<file path="config.mk">
export PLATFORM = sky130hd
export DESIGN_NAME = phtb_cell_check
export DESIGN_NICKNAME = d
export VERILOG_FILES = /design/src/hw/rtl/phtb_pkg.sv /design/src/hw/rtl/phtb_cell_check.sv
export SDC_FILE = /design/constraint.sdc
export NUM_CORES = 1
export LEC_CHECK = 0
export ABC_AREA = 1
export BUFFER_PORTS_ARGS = -buffer_cell sky130_fd_sc_hd__buf_2
export CORE_UTILIZATION = 40
export DETAILED_ROUTE_END_ITERATION = 10
export PLACE_DENSITY = 0.95
export SLEW_MARGIN = 20
export SYNTH_ARGS = -nofsm -noshare
export SYNTH_HDL_FRONTEND = slang
export SYNTH_SLANG_ARGS = --single-unit
</file>
<file path="constraint.sdc">
create_clock -name vclk -period 2.49
set_clock_uncertainty 0.1 [all_clocks]
set_input_delay 0.747 -clock vclk [all_inputs]
set_output_delay 0.747 -clock vclk [all_outputs]
set_load 0.05 [all_outputs]
</file>
<file path="src/hw/rtl/phtb_pkg.sv">
// Shared types, constants and helpers for the heap term builder.
// Depends on nothing; the cell check and the top level refer to it by scoped names.
`timescale 1ns / 1ps

package phtb_pkg;

  // Sizing of the heap and of the argument register file.
  localparam int HEAP_DEPTH    = 1024;
  localparam int NUM_REGISTERS = 32;

  localparam int ADDR_W = $clog2(HEAP_DEPTH);        // heap address
  localparam int TOP_W  = $clog2(HEAP_DEPTH + 1);    // heap top, holds the depth itself
  localparam int RIDX_W = (NUM_REGISTERS > 1) ? $clog2(NUM_REGISTERS) : 1;
  localparam int REF_W  = 16;                        // reference / functor name field
  localparam int CMP_W  = (TOP_W > REF_W) ? TOP_W : REF_W;

  // Cell tags.
  localparam logic [1:0] KIND_REF = 2'd0;
  localparam logic [1:0] KIND_STR = 2'd1;
  localparam logic [1:0] KIND_FUN = 2'd2;

  // Commands.
  localparam logic [2:0] CMD_SET_VAR = 3'd0;
  localparam logic [2:0] CMD_SET_VAL = 3'd1;
  localparam logic [2:0] CMD_PUT_STR = 3'd2;
  localparam logic [2:0] CMD_DEREF   = 3'd3;
  localparam logic [2:0] CMD_BIND    = 3'd4;

  // Result status codes.
  localparam logic [1:0] STATUS_OK    = 2'd0;
  localparam logic [1:0] STATUS_FAIL  = 2'd1;
  localparam logic [1:0] STATUS_FULL  = 2'd2;
  localparam logic [1:0] STATUS_RANGE = 2'd3;

  typedef struct packed {
    logic [1:0]       kind;
    logic [7:0]       arity;
    logic [REF_W-1:0] ref_f;
  } cell_t;

  localparam int CELL_W = $bits(cell_t);

  typedef struct packed {
    logic [2:0]  command;
    logic [4:0]  register_index;
    logic [15:0] functor_name;
    logic [7:0]  functor_arity;
    logic [9:0]  address_a;
    logic [9:0]  address_b;
  } in_item_t;

  typedef struct packed {
    logic [1:0]  status;
    logic [9:0]  result_address;
    logic [1:0]  cell_kind;
    logic [7:0]  cell_arity;
    logic [15:0] cell_ref;
  } out_item_t;

  // Verdict of the cell compare unit on one heap cell.
  typedef struct packed {
    logic follow;   // REF cell that points elsewhere
    logic unbound;  // REF cell that points at itself
    logic beyond;   // reference at or above the heap top
  } chk_t;

  // Register index reduced modulo the register count by restoring subtraction.
  function automatic logic [RIDX_W-1:0] reg_mod(input logic [4:0] idx);
    logic [12:0] r;
    logic [12:0] d;
    r = {8'd0, idx};
    for (int k = 4; k >= 0; k--) begin
      d = 13'(NUM_REGISTERS) << k;
      if (r >= d) begin
        r = r - d;
      end
    end
    return RIDX_W'(r);
  endfunction

endpackage

</file>
<file path="src/hw/rtl/phtb_cell_check.sv">
// Shared compare unit: classifies one heap cell during a reference walk.
// Depends on phtb_pkg for the cell layout and widths.
`timescale 1ns / 1ps

module phtb_cell_check (
  input  phtb_pkg::cell_t                cell_i,
  input  logic [phtb_pkg::ADDR_W-1:0]    addr_i,
  input  logic [phtb_pkg::TOP_W-1:0]     top_i,
  output phtb_pkg::chk_t                 chk_o
);

  logic [phtb_pkg::CMP_W-1:0] ref_ext;
  logic [phtb_pkg::CMP_W-1:0] addr_ext;
  logic [phtb_pkg::CMP_W-1:0] top_ext;
  logic                       is_ref;

  assign ref_ext  = phtb_pkg::CMP_W'(cell_i.ref_f);
  assign addr_ext = phtb_pkg::CMP_W'(addr_i);
  assign top_ext  = phtb_pkg::CMP_W'(top_i);
  assign is_ref   = (cell_i.kind == phtb_pkg::KIND_REF);

  assign chk_o.follow  = is_ref && (ref_ext != addr_ext);
  assign chk_o.unbound = is_ref && (ref_ext == addr_ext);
  assign chk_o.beyond  = (ref_ext >= top_ext);

endmodule

</file>
==> qor.csv <==
metric,value,unit
p_int,105,uW
ys_seq_area_share,0,%
worstPathRequired,1.64,ns
worst_pin_slew,0.282,ns
clock_buffers,0,
finalPower,202,uW
dr.pass1.iters,4,
rsz0062_at_grt,yes,
swShare,48.2,%
nets,223,
path_max_fanout,2,
drc,0,
wl_met2,1490,um
drt-met1-wl,827,um
place_hpwl,1410,um
portBuffers,42,
dp.cells,178,
ys_warn_count,0,
pwr-share-seq,0,%
fmax,0.365,GHz
fin_crit,2.74,ns
layout_commonest_cell,nand2_1,
gp_congestion,0.698,
timing.final.crit_share,110,%
yosysUniqueCellTypes,14,
power.density,167,nW/um^2
drv_slew,0,
overflow,0,
layout_common_cells,"nand2_1 (34), inv_1 (22), buf_2 (22)",
dieArea,1540,sq um
p_sw,97.3,uW
syn_nets,172,
regArea,0,sq um
irDropWorstVdd,104,uV
max_stage_delay,0.27,ns
relSlewSlack,81.0,%
grt_first_pass_wirelength,3190,um
grt_pass1_vias,846,
row_count,13,
critPathSlowestCell,ha_4,
hold_violations,0,
timing.setup.tns,-0.331,ns
holdBufCountCts,0,
worstPathCellList,"buf_2, inv_2, ha_4, nand2_4, nor2_2, nand2_2, nand2_1, nor2_1, nand2_1, nand2_1, nand2_2, buf_8",
ioPinCount,50,
worstSetupPathType,in -> out,
syn_to_final_growth,118,%
status,"complete, but fails checks",
utilization,92.7,%
diodes,0,
die_y,39.2,um
p_leak,0.000667,uW
syn_area,554,sq um
netlist_instances,114,
cp-start-kind,input pin,
power_frac_comb,100.0,%
wl_met3,131,um
drt-wirelength-per-cell,14.4,um
routed_wl,2560,um
layout.cells.non_filler,178,
cp-end-kind,output port,
holdCritPathClass,in -> out,
cp-endpoint,chk_o[0],
routed.top_layer,met4,
startpoint,top_i[3],
fp.dieW,39.2,um
drt_iter0_markers,17,
clkPwrFrac,0,%
seq_cells,0,
cap_violations,0,
postPlaceCellArea,846,sq um
core,1300,sq um
grt_use_total,30.1,%
num_vias,912,
crit_top_cell,nand2_1,
fin_area,1210,sq um
fillers,55,
avgViaCountPerCell,5.12,
antenna_found_initial,0,
cp.arrival,1.89,ns
violations,negative setup slack,
grt_max_degree,4,
syn_avg_cell_area,4.86,sq um
worst_slack,-0.248,ns
start_util,42.6,%
drive_gt1_share,57.7,%
ant_nets,0,
finalSetupViolCount,2,
==> through the flow <==
step	setup WS, ns	hold slack [ns]
final	-0.248	1.81
after global routing	-0.333	1.82
after CTS	-0.127	1.76
after detailed placement	-0.349	1.83
after global placement	-0.255	1.82
after floorplan	-0.243	1.59
==> kinds of logic (layout without fill, tap and decap cells) <==
| kind of cell | count (synthesis) | count (layout) | synth area share [%] |
|---|---|---|---|
| AO/OA/AOI/OAI | 6 | 6 | 5.87 |
| adder cells (fa/ha/maj) | 11 | 11 | 24.8 |
| buffers and inverters | 32 | 81 | 21.7 |
| AND/OR/NAND/NOR | 65 | 65 | 47.6 |
==> what timing repair did <==
item                                    in CTS  in global routing
gates resized for setup                     55                 25
pin swaps                                   27                 23
endpoints found under the setup margin       3                  3
cloned                                       0                  0
setup buffers                                0                  0
==> synth_stat cells (all sizes together) <==
| master | count | area (sq um) |
|---|---|---|
| nor4 | 1 | 6.26 |
| nor3 | 1 | 5.00 |
| a21oi | 5 | 25.0 |
| inv | 32 | 120 |
| or2 | 3 | 18.8 |
| nand2 | 44 | 165 |
| nor2 | 14 | 57.6 |
| o21bai | 1 | 7.51 |
| ha | 11 | 138 |
| nand4 | 1 | 6.26 |
| nand3 | 1 | 5.00 |
==> power groups by stage <==
| stage | clock, uW | combinational, uW | sequential [uW] |
|---|---|---|---|
| 3_5_place_dp | 0 | 118 | 0 |
| 3_3_place_gp | 0 | 109 | 0 |
| 2_1_floorplan | 0 | 60.2 | 0 |
| 6_report | 0 | 202 | 0 |
| 5_1_grt | 0 | 216 | 0 |
| 4_1_cts | 0 | 171 | 0 |
==> per-layer routing <==
metal | vias to the layer above | track usage, %
li1 | 432 | -
met1 | 407 | 27.0
met2 | 58 | 65.0
met3 | 15 | 1.73
met4 | 0 | 12.9
met5 | - | 0
==> how the worst min path moves through the flow <==
stage,slack (ns),cells past startpoint,to,from
2_1_floorplan,1.59,2,chk_o[1],cell_i[24]
3_3_place_gp,1.82,4,chk_o[1],cell_i[24]
3_5_place_dp,1.83,4,chk_o[1],cell_i[24]
4_1_cts,1.76,4,chk_o[1],cell_i[24]
5_1_grt,1.82,4,chk_o[1],cell_i[24]
6_report,1.81,4,chk_o[1],cell_i[24]
==> cell type report <==
type | instances | area [sq um] | area share (%)
multi-input cells | 82 | 651 | 53.9
repair buffers | 49 | 414 | 34.3
inverters | 32 | 123 | 10.2
well taps | 15 | 18.8 | 1.56
==> worst max-delay path, delay by kind of cell <==
family / cells / cell delay (ns)
simple gates: 8 / 0.61
fa+ha+maj: 1 / 0.27
buf+inv: 3 / 0.26
No activity file was read; power rests on OpenSTA's default activity.
